--- src/sv/bpa_pkg.sv ---
// ----------------------------------------------------------------------------
// bpa_pkg
// Shared constants, codes and types of the bitmap page allocator.
// ----------------------------------------------------------------------------
package bpa_pkg;

   localparam int MAX_PAGES     = 262144;
   localparam int KERNEL_PAGES  = 4096;
   localparam int MAP_WORD_BITS = 32;
   localparam int PAGE_SHIFT    = 12;
   localparam int MAP_WORDS     = (MAX_PAGES + MAP_WORD_BITS - 1) / MAP_WORD_BITS;
   localparam int KERNEL_HI     = (KERNEL_PAGES > MAX_PAGES) ? MAX_PAGES : KERNEL_PAGES;

   localparam int WORD_W = $clog2(MAP_WORDS);
   localparam int BIT_W  = $clog2(MAP_WORD_BITS);
   localparam int PAGE_W = 19;
   localparam int NPG_W  = 20;
   localparam int RUN_W  = 20;
   localparam int POP_W  = BIT_W + 1;

   localparam logic [1:0] OP_ALLOC   = 2'd0;
   localparam logic [1:0] OP_FREE    = 2'd1;
   localparam logic [1:0] OP_RESERVE = 2'd2;
   localparam logic [1:0] OP_COUNT   = 2'd3;

   localparam logic [1:0] REGION_KERNEL = 2'd0;
   localparam logic [1:0] REGION_USER   = 2'd1;

   localparam logic [1:0] STATUS_OK      = 2'd0;
   localparam logic [1:0] STATUS_NOFIT   = 2'd1;
   localparam logic [1:0] STATUS_BADREGN = 2'd2;
   localparam logic [1:0] STATUS_UNUSED  = 2'd3;

   typedef enum logic [1:0] {
      MODE_NONE,
      MODE_SCAN,
      MODE_MARK,
      MODE_COUNT
   } mode_type;

   typedef enum logic [2:0] {
      BK_CLEAR,
      BK_IDLE,
      BK_READ,
      BK_EXEC,
      BK_RESP
   } back_state_type;

   typedef struct packed {
      mode_type          mode;
      logic              set;
      logic [1:0]        status;
      logic [PAGE_W-1:0] lo;
      logic [PAGE_W-1:0] hi;
      logic [NPG_W-1:0]  npages;
   } cmd_type;

endpackage

--- src/sv/bpa_queue.sv ---
// ----------------------------------------------------------------------------
// bpa_queue
// Two-entry command queue between the front end and the back end.
// ----------------------------------------------------------------------------
module bpa_queue import bpa_pkg::*; (
   input  logic    clock,
   input  logic    reset,
   input  logic    push,
   input  cmd_type push_cmd,
   output logic    full,
   input  logic    pop,
   output logic    not_empty,
   output cmd_type head
);

   cmd_type    entry_ff [2];
   logic       wptr_ff, wptr_in;
   logic       rptr_ff, rptr_in;
   logic [1:0] count_ff, count_in;

   always_comb begin
      wptr_in  = push ? ~wptr_ff : wptr_ff;
      rptr_in  = pop ? ~rptr_ff : rptr_ff;
      count_in = count_ff + 2'(push) - 2'(pop);
   end

   assign full      = (count_ff == 2'd2);
   assign not_empty = (count_ff != 2'd0);
   assign head      = entry_ff[rptr_ff];

   always_ff @(posedge clock) begin
      if (reset) begin
         wptr_ff  <= 1'b0;
         rptr_ff  <= 1'b0;
         count_ff <= 2'd0;
      end else begin
         wptr_ff  <= wptr_in;
         rptr_ff  <= rptr_in;
         count_ff <= count_in;
      end
   end

   always_ff @(posedge clock) begin
      if (push) begin
         entry_ff[wptr_ff] <= push_cmd;
      end
   end

endmodule

--- config.mk ---
export PLATFORM = sky130hd
export DESIGN_NAME = bpa_queue
export DESIGN_NICKNAME = d
export VERILOG_FILES = /design/src/sv/bpa_pkg.sv /design/src/sv/bpa_queue.sv
export SDC_FILE = /design/constraint.sdc
export NUM_CORES = 1
export LEC_CHECK = 0
export BUFFER_PORTS_ARGS = -buffer_cell sky130_fd_sc_hd__buf_2
export CORE_UTILIZATION = 54
export CTS_BUF_LIST = sky130_fd_sc_hd__clkbuf_4
export DETAILED_ROUTE_END_ITERATION = 8
export MAX_ROUTING_LAYER = met4
export PLACE_DENSITY = 0.83
export SLEW_MARGIN = 15
export SYNTH_ARGS = -nofsm -noshare
export SYNTH_HDL_FRONTEND = slang
export SYNTH_SLANG_ARGS = --single-unit
--- constraint.sdc ---
create_clock -name clock -period 4.63 [get_ports clock]
set_input_delay 0.6945 -clock clock [delete_from_list [all_inputs] [get_ports clock]]
set_output_delay 0.6945 -clock clock [all_outputs]
set_load 0.05 [all_outputs]
# ---- Yosys cells after proc, flatten, opt, wreduce, memory -nomap -nowiden
# Memories as Yosys holds them, arrays and structs flattened. A register that Yosys moved wholly into a read port is not among the register bits.
# Cells that the tools add are included.
dict set report totals {
  ramBits 126
  out_inout_bits 65
  mem_count 1
  word_cells 14
  reg_bits 4
}
# name depth word_bits rd rd_ports_with_merged_regs write_ports line_no
set memory_table {}
lappend memory_table {entry_ff 2 63 1 1 1 bpa_queue.sv:16} ;# cmd_type entry_ff [2];
dict set report op_classes {
  n_reduce_logical 1
  add_sub_neg 2
  bitwise 2
  eq_ne 1
  mux 4
}
# operator n
set op_table {}
lappend op_table {{$mux W1} 4}
lappend op_table {{$add A2 B1 Y2} 1}
lappend op_table {{$eq A2 B2 Y1 const B} 1}
lappend op_table {{$not A1 Y1} 2}
lappend op_table {{$reduce_bool A2 Y1} 1}
lappend op_table {{$sub A2 B1 Y2} 1}

# ---- Logic depth before layout (Yosys ltp)
dict set report depth {
  ltp_word 3
  mapped_depth 6
}

# ---- Worst setup path before layout
# OpenSTA, ideal clock, no wires.
dict set report synth_timing {
  path_kind {input-to-reg}
  from {input push}
  to {memory entry_ff[0][0] (netlist name), enable pin}
  path_stages 1
  setup_slack_ns 0.672
  arrival_ns 3.466
  setup_ns 0.492
  path_cell_list {nor2b_1}
}
dict set report synth_via {
  elab_chain_len 2
}
# element line_no
set synth_lines {}
lappend synth_lines {{from (decl)} bpa_queue.sv:8} ;# input logic push,
lappend synth_lines {{$mux W1} bpa_queue.sv:44} ;# if (push) begin
lappend synth_lines {{$mux W1 (implied by the code)} bpa_queue.sv:45} ;# entry_ff[wptr_ff] <= push_cmd;
lappend synth_lines {{to (decl)} bpa_queue.sv:16}
# No other way between the ends.

==> out/results.ini <==
[outcome]
result_of_the_run=finished, final reports clean

[placed_design]
dpl_cell_area_um2=5771
hpwlAfterDp_mm=5.443
routabilityCongestion=0.6915
io_buffers=131

[timing]
final_critical_period_ns=3.138
finalMaxSlewViolations=0
setup-tns-final_ns=0
setup_viol=0
hold_viol_final=0
fmax_mhz=318.6
period_utilization_pct=67.78
worst_slew_margin_relative_to_its_limit_pct=28.28
max_slew.worst_pin.slew_ns=1.073
grt_setup_unrepaired=false
worst_hold_slack_ns=0.3767
fin_worst_skew_ns=0.01252

[detailed_routing]
dr_iter_0_viols=108
viasPerCell=5.041
via_count=2445
totalWireLength_mm=8.146
final_antenna_net_count=0
first_pass_iters=4
drc_errors=0
post_drt_wl_per_cell_um=16.80

[synthesis]
yosysSeqAreaShare_pct=76.62
synth_top_cells_by_area=edfxtp_1 (75%), mux2_4 (18%), buf_12 (2.4%)
yosys_register_bits=131
yosys.area.top_type=edfxtp_1
synthesis.nets=286
netlist_area_um2=5069
postSynthAreaPerCell_um2=23.36
netlist_instances=217
yosys_warnings=0
yosysTopAreaCellShare_pct=74.65
synth_cell_type_count=14

[clock_network]
postCtsResizedCells=0
clk_root_buffer_cell=clkbuf_4
clock_insertion_delay_worst_skew_ns=0.49
ctsHtreeMaxLevel=4
numCtsBuffers=17
tritoncts_clock_tree=done
hold_bufs_at_cts=0
register_clock_pin_slew_on_the_reported_worst_setup_and_hold_paths_ns=0.12
cts_setup_buffers=0
clock_tree.buffer_depth=2
cts.sinks=131

[finish]
layout-drive-gt1-share_pct=62.07
antenna_cells_inserted=0
final_core_utilization_pct=69.18
area_growth_syn_to_layout_pct=21.35
post-route-cell-area_um2=6151
num-nets-final=433
layout.filler_cells=606

[worst_setup_path]
slowest_stage=dfxtp_4
path_class=reg -> out
crit_path_max_incr_delay_ns=0.96
path_max_fanout=49
worst_setup_path_start_kind=flop
worst-r2r-setup-slack_ns=2.58
setup.worst_path.end_class=output pin
cp_data_required_time_ns=3.94
rr_endpoint=entry_ff[1][37]
arrival_ns=2.44
depth_of_the_worst_register_to_register_path=2
timing.rr.start=wptr_ff
worst_path_cell_chain=buf_4 -> mux2_4 -> buf_2

[power]
sw_frac_of_total_pct=26.96
p_leak_uw=0.002483
p_clk_share_pct=33.1
internal_power_uw=2119
power_switching_uw=782.1
proportion_of_power_drawn_by_combinational_gates_pct=17.7
finalPower_uw=2901
power.ir.vdd_worst_v=0.0003131
seq_power_share_pct=49.1
power_density_nw_per_um2=471.7

[global_routing]
grt_start_max_net_pins=50
via_count_of_the_first_global_routing_pass=2453
grt_overflow=0
initial_antenna_violation_count=0
grt_util_all_layers_pct=17.84
grt_pass1_wl_mm=12.31

[hold_path]
min_path_cells=1
holdPathEnd=entry_ff[1][4]
min-delay-path-class=in -> reg
worst_hold_path_startpoint=push_cmd[4]

[floorplanning]
core.rowCount=34
die_w_um=98.89
chipHeight_um=98.89
die-area_um2=9778
top_level_ports=132
effective_utilization_at_floorplan_pct=57.01
fp.coreArea_um2=8891

[job]
maxCapViolations=0

placed cells by master (no fill, tap or decap), types with 3 or more instances in the layout:
cell type / netlist / layout
buf_2: 0 / 131
edfxtp_1: 126 / 126
mux2_4: 60 / 60
clkbuf_4: 0 / 20
bufinv_16: 0 / 6
nor2_1: 4 / 4
clkinv_4: 0 / 4
dfxtp_1: 5 / 4
buf_4: 0 / 4
mux2_2: 3 / 3
layer usage:
metal  up-vias  track usage, %  part of all wire, %
met2       114           27.00                   48
met4         0           7.463                  1.6
met3        12           6.028                  8.3
met1      1164           22.10                   42
li1       1155               -                    -
met5         -               -                    0
state kept, by name, summed over array words and instances, names as in the netlist, named ones only:
name	flops
rptr_ff	1
count_ff	2
entry_ff	126
wptr_ff	1
worst max path at each step:
stage,start,to,slack [ns],depth (start not counted)
final,flop,head[23],1.49,3
after global routing,flop,head[23],1.34,3
after CTS,flop,head[33],1.44,3
after detailed placement,flop,head[23],1.99,3
after global placement,flop,head[14],2.03,3
after floorplan,push,entry_ff[0][0],0.67,1
power groups by stage:
| stage | Sequential (uW) | Combinational (uW) | Clock [uW] |
|---|---|---|---|
| CTS | 1430 | 520 | 976 |
| floorplan | 1430 | 445 | 0 |
| finish | 1430 | 515 | 961 |
| detailed placement | 1450 | 518 | 0 |
| global placement | 1450 | 512 | 0 |
| global route | 1430 | 538 | 1030 |
through the flow:
step | instances | worst slack (ns)
final | 485 | 1.492
after global routing | 485 | 1.341
after CTS | 485 | 1.436
after detailed placement | 453 | 1.995
after global placement | 453 | 2.026
after floorplan | 217 | 0.6720
cell families after synthesis:
family	count (synthesis)	synth area share, %
AND/OR/NAND/NOR	9	0.9135
adder cells (fa/ha/maj)	2	0.4936
multiplexers	63	18.44
flip-flops	131	76.62
buffers and inverters	9	2.740
XOR/XNOR	3	0.7900
layout make-up:
type / count / area [um^2] / share of cell area [%]
sequential: 131 / 3887 / 63.20
tap: 108 / 135.1 / 2.197
multi-input combinational: 77 / 1055 / 17.15
clock buffer: 20 / 150.1 / 2.441
timing repair buffer: 135 / 685.7 / 11.15
clock inverter: 12 / 230.2 / 3.743
inverter: 2 / 7.507 / 0.1221
cells in the mapped netlist (all sizes together):
cell / count
edfxtp: 126
mux2: 63
buf: 7
dfxtp: 5
nor2: 4
nor2b: 3
ha: 2
inv: 2
xnor2: 2
and2: 1
or2: 1
xnor3: 1
critical path, delay by kind of cell (launching register included):
kind	cells	cell delay, ns
multiplexers	1	0.34
flip-flops	1	0.96
buffers and inverters	2	0.64
(Power assumes the default switching activity.)
