<file path="src/sv/bpa_pkg.sv">
// ----------------------------------------------------------------------------
// bpa_pkg
// Shared constants, codes and types of the bitmap page allocator.
// ----------------------------------------------------------------------------
package bpa_pkg;

   localparam int MAX_PAGES     = 262144;
   localparam int KERNEL_PAGES  = 4096;
   localparam int MAP_WORD_BITS = 32;
   localparam int PAGE_SHIFT    = 12;
   localparam int MAP_WORDS     = (MAX_PAGES + MAP_WORD_BITS - 1) / MAP_WORD_BITS;
   localparam int KERNEL_HI     = (KERNEL_PAGES > MAX_PAGES) ? MAX_PAGES : KERNEL_PAGES;

   localparam int WORD_W = $clog2(MAP_WORDS);
   localparam int BIT_W  = $clog2(MAP_WORD_BITS);
   localparam int PAGE_W = 19;
   localparam int NPG_W  = 20;
   localparam int RUN_W  = 20;
   localparam int POP_W  = BIT_W + 1;

   localparam logic [1:0] OP_ALLOC   = 2'd0;
   localparam logic [1:0] OP_FREE    = 2'd1;
   localparam logic [1:0] OP_RESERVE = 2'd2;
   localparam logic [1:0] OP_COUNT   = 2'd3;

   localparam logic [1:0] REGION_KERNEL = 2'd0;
   localparam logic [1:0] REGION_USER   = 2'd1;

   localparam logic [1:0] STATUS_OK      = 2'd0;
   localparam logic [1:0] STATUS_NOFIT   = 2'd1;
   localparam logic [1:0] STATUS_BADREGN = 2'd2;
   localparam logic [1:0] STATUS_UNUSED  = 2'd3;

   typedef enum logic [1:0] {
      MODE_NONE,
      MODE_SCAN,
      MODE_MARK,
      MODE_COUNT
   } mode_type;

   typedef enum logic [2:0] {
      BK_CLEAR,
      BK_IDLE,
      BK_READ,
      BK_EXEC,
      BK_RESP
   } back_state_type;

   typedef struct packed {
      mode_type          mode;
      logic              set;
      logic [1:0]        status;
      logic [PAGE_W-1:0] lo;
      logic [PAGE_W-1:0] hi;
      logic [NPG_W-1:0]  npages;
   } cmd_type;

endpackage

</file>
<file path="src/sv/bpa_front.sv">
// ----------------------------------------------------------------------------
// bpa_front
// Decodes a request into a page-range command for the back end.
// ----------------------------------------------------------------------------
module bpa_front import bpa_pkg::*; (
   input  logic [1:0]        req_operation,
   input  logic [1:0]        req_region,
   input  logic [30:0]       req_size_bytes,
   input  logic [29:0]       req_address,
   input  logic [PAGE_W-1:0] eff_total,
   output cmd_type           cmd
);

   logic [30:0]       size_m1;
   logic [NPG_W-1:0]  npages;
   logic [17:0]       first;
   logic [NPG_W:0]    first_end;
   logic [PAGE_W-1:0] mark_end;

   always_comb begin
      size_m1   = (req_size_bytes == 31'd0) ? 31'd0 : req_size_bytes - 31'd1;
      npages    = NPG_W'(size_m1 >> PAGE_SHIFT) + NPG_W'(1);
      first     = req_address[29:PAGE_SHIFT];
      first_end = (NPG_W+1)'(first) + (NPG_W+1)'(npages);
      mark_end  = (first_end > (NPG_W+1)'(eff_total)) ? eff_total : first_end[PAGE_W-1:0];

      cmd        = '0;
      cmd.mode   = MODE_NONE;
      cmd.npages = npages;
      unique case (req_operation)
         OP_ALLOC: begin
            if (req_region == REGION_KERNEL) begin
               cmd.mode   = MODE_SCAN;
               cmd.status = STATUS_NOFIT;
               cmd.lo     = '0;
               cmd.hi     = PAGE_W'(KERNEL_HI);
            end else if (req_region == REGION_USER) begin
               cmd.status = STATUS_NOFIT;
               cmd.lo     = PAGE_W'(KERNEL_PAGES);
               cmd.hi     = eff_total;
               if (PAGE_W'(KERNEL_PAGES) < eff_total) begin
                  cmd.mode = MODE_SCAN;
               end
            end else begin
               cmd.status = STATUS_BADREGN;
            end
         end
         OP_FREE, OP_RESERVE: begin
            cmd.status = STATUS_OK;
            cmd.set    = (req_operation == OP_RESERVE);
            cmd.lo     = PAGE_W'(first);
            cmd.hi     = mark_end;
            if (PAGE_W'(first) < eff_total) begin
               cmd.mode = MODE_MARK;
            end
         end
         OP_COUNT: begin
            cmd.status = STATUS_OK;
            cmd.lo     = '0;
            cmd.hi     = eff_total;
            if (eff_total != '0) begin
               cmd.mode = MODE_COUNT;
            end
         end
         default: cmd.mode = MODE_NONE;
      endcase
   end

endmodule

</file>
<file path="config.mk">
export PLATFORM = sky130hd
export DESIGN_NAME = bpa_front
export DESIGN_NICKNAME = d
export VERILOG_FILES = /design/src/sv/bpa_pkg.sv /design/src/sv/bpa_front.sv
export SDC_FILE = /design/constraint.sdc
export NUM_CORES = 1
export LEC_CHECK = 0
export BUFFER_PORTS_ARGS = -buffer_cell sky130_fd_sc_hd__buf_2
export CAP_MARGIN = 20
export CORE_ASPECT_RATIO = 0.7
export CORE_UTILIZATION = 51
export DETAILED_ROUTE_END_ITERATION = 8
export GPL_TIMING_DRIVEN = 0
export PLACE_DENSITY = 0.85
export SYNTH_ARGS = -nofsm -noshare
export SYNTH_HDL_FRONTEND = slang
export SYNTH_SLANG_ARGS = --single-unit
</file>
<file path="constraint.sdc">
create_clock -name vclk -period 10.6
set_clock_uncertainty 0.1 [all_clocks]
set_input_delay 1.06 -clock vclk [all_inputs]
set_output_delay 1.06 -clock vclk [all_outputs]
set_load 0.02 [all_outputs]
</file>
After elaboration in Yosys (flattened, before gate mapping)
Index checks and enable logic that the tools add are counted.
- register bits after elaboration: 0
- input bits: 84
- output and inout bits: 63
- equal/unequal tests: 4
- multiplexer cells: 13
- add/subtract/negate cells: 3
- order comparisons: 3
- reductions and logical operators: 5
- operators by type and width (operator ; count):
    40-bit one-hot mux with 3 select lines ; 1
    40-bit 2-to-1 mux ; 1
    32-bit 2-to-1 mux ; 1
    31-bit zero test ; 1
    31-bit 2-to-1 mux ; 1
    31-bit by 1-bit subtractor with 31-bit output, second input constant ; 1
    18-bit by 20-bit adder with 21-bit output ; 1
    21-bit by 19-bit > comparator with 1-bit output ; 1
    19-bit by 1-bit adder with 20-bit output, second input constant ; 1
    13-bit by 19-bit less-than comparator with 1-bit output, first input constant ; 1
    18-bit by 19-bit less-than comparator with 1-bit output ; 1
    19-bit 2-to-1 mux ; 1
    19-bit nonzero test ; 1
    2-bit 2-to-1 mux ; 5
    2-bit one-hot mux with 3 select lines ; 1
    2-bit by 1-bit == test with 1-bit output, second input constant ; 2
    2-bit == test, second input constant ; 2
    2-bit zero test ; 2
    1-bit 2-to-1 mux ; 2
    2-bit OR reduction ; 1

Longest topological paths before layout
- depth in word-level cells: 7
- mapped depth: 33
- depth with buffers taken out: 32

Worst setup path after synthesis
Ideal clock, no wire load.
- kind: input-to-output
- from: input port req_size_bytes[4]
- to: output port cmd[23] in the netlist's numbering
- required time: 9.440 ns
- setup slack: 2.133 ns
- cell stages on the path: 30
- arrival: 7.307 ns
- cell sequence: or4_4 -> nor2_2 -> nand2_1 -> xor2_1 -> or2_2 -> inv_1 -> ha_1 -> a21boi_2 -> and2_1 -> nand3_1 -> o31ai_1 -> xnor2_1 -> nor2_1 -> ha_1 -> nand2_1 -> a2111oi_0 -> o21ai_0 -> and2_1 -> o21ai_0 -> xor2_1 -> ha_1 -> a211oi_1 -> o21ai_0 -> a211oi_1 -> a31oi_1 -> nor4_1 -> a211oi_2 -> nor2_2 -> buf_6 -> a22o_1
- RTL lines (element ; line ; source):
    from (decl) ; bpa_front.sv:8 ; input logic [30:0] req_size_bytes,
    to (decl) ; bpa_front.sv:11 ; output cmd_type cmd

==> results.cfg <==
[run_status]
status = complete, but fails checks
violations = DRC

[route]
viasPerCell = 6.04
firstDrtPassIters = 9
vias = 3925
drc = 8
post_drt_wl_per_cell_um = 16.0
ant_nets = 0
wl_mm = 10.4
drt-initial-drc-count = 269

[worst_setup_path]
crit_fanout = 10
crit_path_end_kind = output port
cp_slowest_cell = a2111oi_1
max_stage_delay_ps = 520
worstPathRequired_ps = 9440
start_kind = input pin
path_class = in2out
worstPathArrival_ps = 8630

[clocking]
postCtsSetupBuffers = 0

[sta]
clock.fmax_mhz = 102
rsz0062_at_grt = false
finalWorstSetupSlack_ps = 808
setup_viol = 0
tns_ps = 0
drv_slew = 0
min_period_over_period_pct = 92.4
tightest_slew_ps = 638
min_period_ps = 9790
max-slew-margin-rel_pct = 57.3
final-hold-violation-count = 0

[logic_synthesis]
synth_area_um2 = 3310
synth_nets = 583
ys_seq_area_share_pct = 0
synth_cell_types = 75
syn_avg_cell_area_um2 = 7.55
ys_warn_count = 0
syn_inst = 438

[job]
max-cap-violations = 0

[finish]
n_antenna_cell = 0
final_common_cell = buf_2
most-common-layout-cells = buf_2 (135), ha_1 (60), inv_1 (36)
register_area_um2 = 0
drive_gt1_share_pct = 30.6
nClkBuffers = 0
final_nets = 719
syn_to_final_growth_pct = 23.3
nFlopsAndLatches = 0
fin_util_pct = 65.3

[placed_design]
dp_worst_setup_slack_ps = 901
numPortBuffers = 134
dp_hpwl_mm = 9.08
gp_congestion = 0.987

[floorplan]
dieArea_um2 = 6820
start_util_pct = 53.0
dieHeight_um = 69.4
core_area_um2 = 6250
die_x_um = 98.3
pin_count = 147
rows = 24

[hold_path]
hold_class = in2out

[pwr]
power_density_nw_per_um2 = 70.4
leakagePower_nw = 2.12
ir_drop_mv = 0.0683

[global_route]
antenna_found_initial = 0
grt_pass1_vias = 3447
grt_max_degree = 11
grt_overflow = 0
grt_pass1_wl_mm = 16.7
track_usage_pct = 29.4
-- layout make-up --
class / count / area (um^2)
plain buffers: 8 / 57.6
fillers: 589 / 2170
inverters: 36 / 135
multi-input cells: 394 / 3120
well taps: 78 / 97.6
repair buffers: 134 / 671
-- worst paths after layout --
| check | endpoint | from | cells after the start |
|---|---|---|---|
| setup / recovery | cmd[23] | req_size_bytes[3] | 30 |
| hold / removal | cmd[59] | req_region[1] | 3 |
-- metal layers --
metal  track usage [%]  wire length [um]  vias up
met5                 0                 0        -
met4              2.49                48        0
met3             0.605               721        6
li1                  -                 -     1929
met1              45.6              5150     1822
met2              46.6              4460      168
-- worst max-delay path: cells and delay by family --
| family | cells | cell delay [ps] |
|---|---|---|
| adders and majority gates | 3 | 890 |
| and+or+nand+nor | 9 | 2810 |
| buffers and inverters | 6 | 950 |
| xor gates and xnor gates | 1 | 270 |
| AOI/OAI and AO/OA | 11 | 2640 |
-- cell families (layout without fill, tap and decap cells) --
group | after synthesis | count (layout) | share of synthesized area, %
XOR/XNOR | 33 | 33 | 8.74
AO/OA/AOI/OAI | 122 | 122 | 27.6
buffers and inverters | 44 | 178 | 5.82
adder cells (fa/ha/maj) | 62 | 62 | 23.6
multiplexers | 3 | 3 | 1.06
other | 1 | 1 | 0.113
AND/OR/NAND/NOR | 173 | 173 | 33.1
-- what timing repair did --
action	4_1_cts	5_1_grt
gates resized for setup	0	1
hold buffers	0	0
endpoints found under the setup margin	0	2
-- synth_stat cells (all sizes together), types with 3 or more instances --
master   instances  area [um^2]
nor3            11         70.1
nand2b           3         18.8
nor2b            7         43.8
inv             36          135
and4             3         26.3
and3            11         75.1
nand4           10         77.6
xnor2           20          175
a21o            10         75.1
o2111ai          3         26.3
xor2            13          114
o211ai           3         36.3
a31oi            4         25.0
o21a             4         30.0
or3              4         31.3
nor4            15          169
nor2            38          150
a211oi           9         72.6
nand3           13         70.1
nand2           25         93.8
clkbuf           3         11.3
ha              60          751
a21oi           22          110
buf              5         46.3
and2            20          125
a22o            20          176
o31ai            4         30.0
o21ai           24          131
-- per-stage QoR --
| stage | std cells | total power [mW] | area [um^2] | hold WS [ps] |
|---|---|---|---|---|
| after global placement | 650 | 0.276 | 4080 | 2360 |
| final | 650 | 0.287 | 4080 | 2360 |
| after floorplan | 438 | 0.192 | 3310 | 2160 |
| after detailed placement | 650 | 0.282 | 4080 | 2360 |
| after global routing | 650 | 0.313 | 4080 | 2380 |
| after CTS | 650 | 0.284 | 4080 | 2360 |
-- report_power, final --
| part | switching (mW) | internal [mW] |
|---|---|---|
| Sequential | 0 | 0 |
| Combinational | 0.173 | 0.114 |
| Clock | 0 | 0 |
No activity file was read; power rests on OpenSTA's default activity.
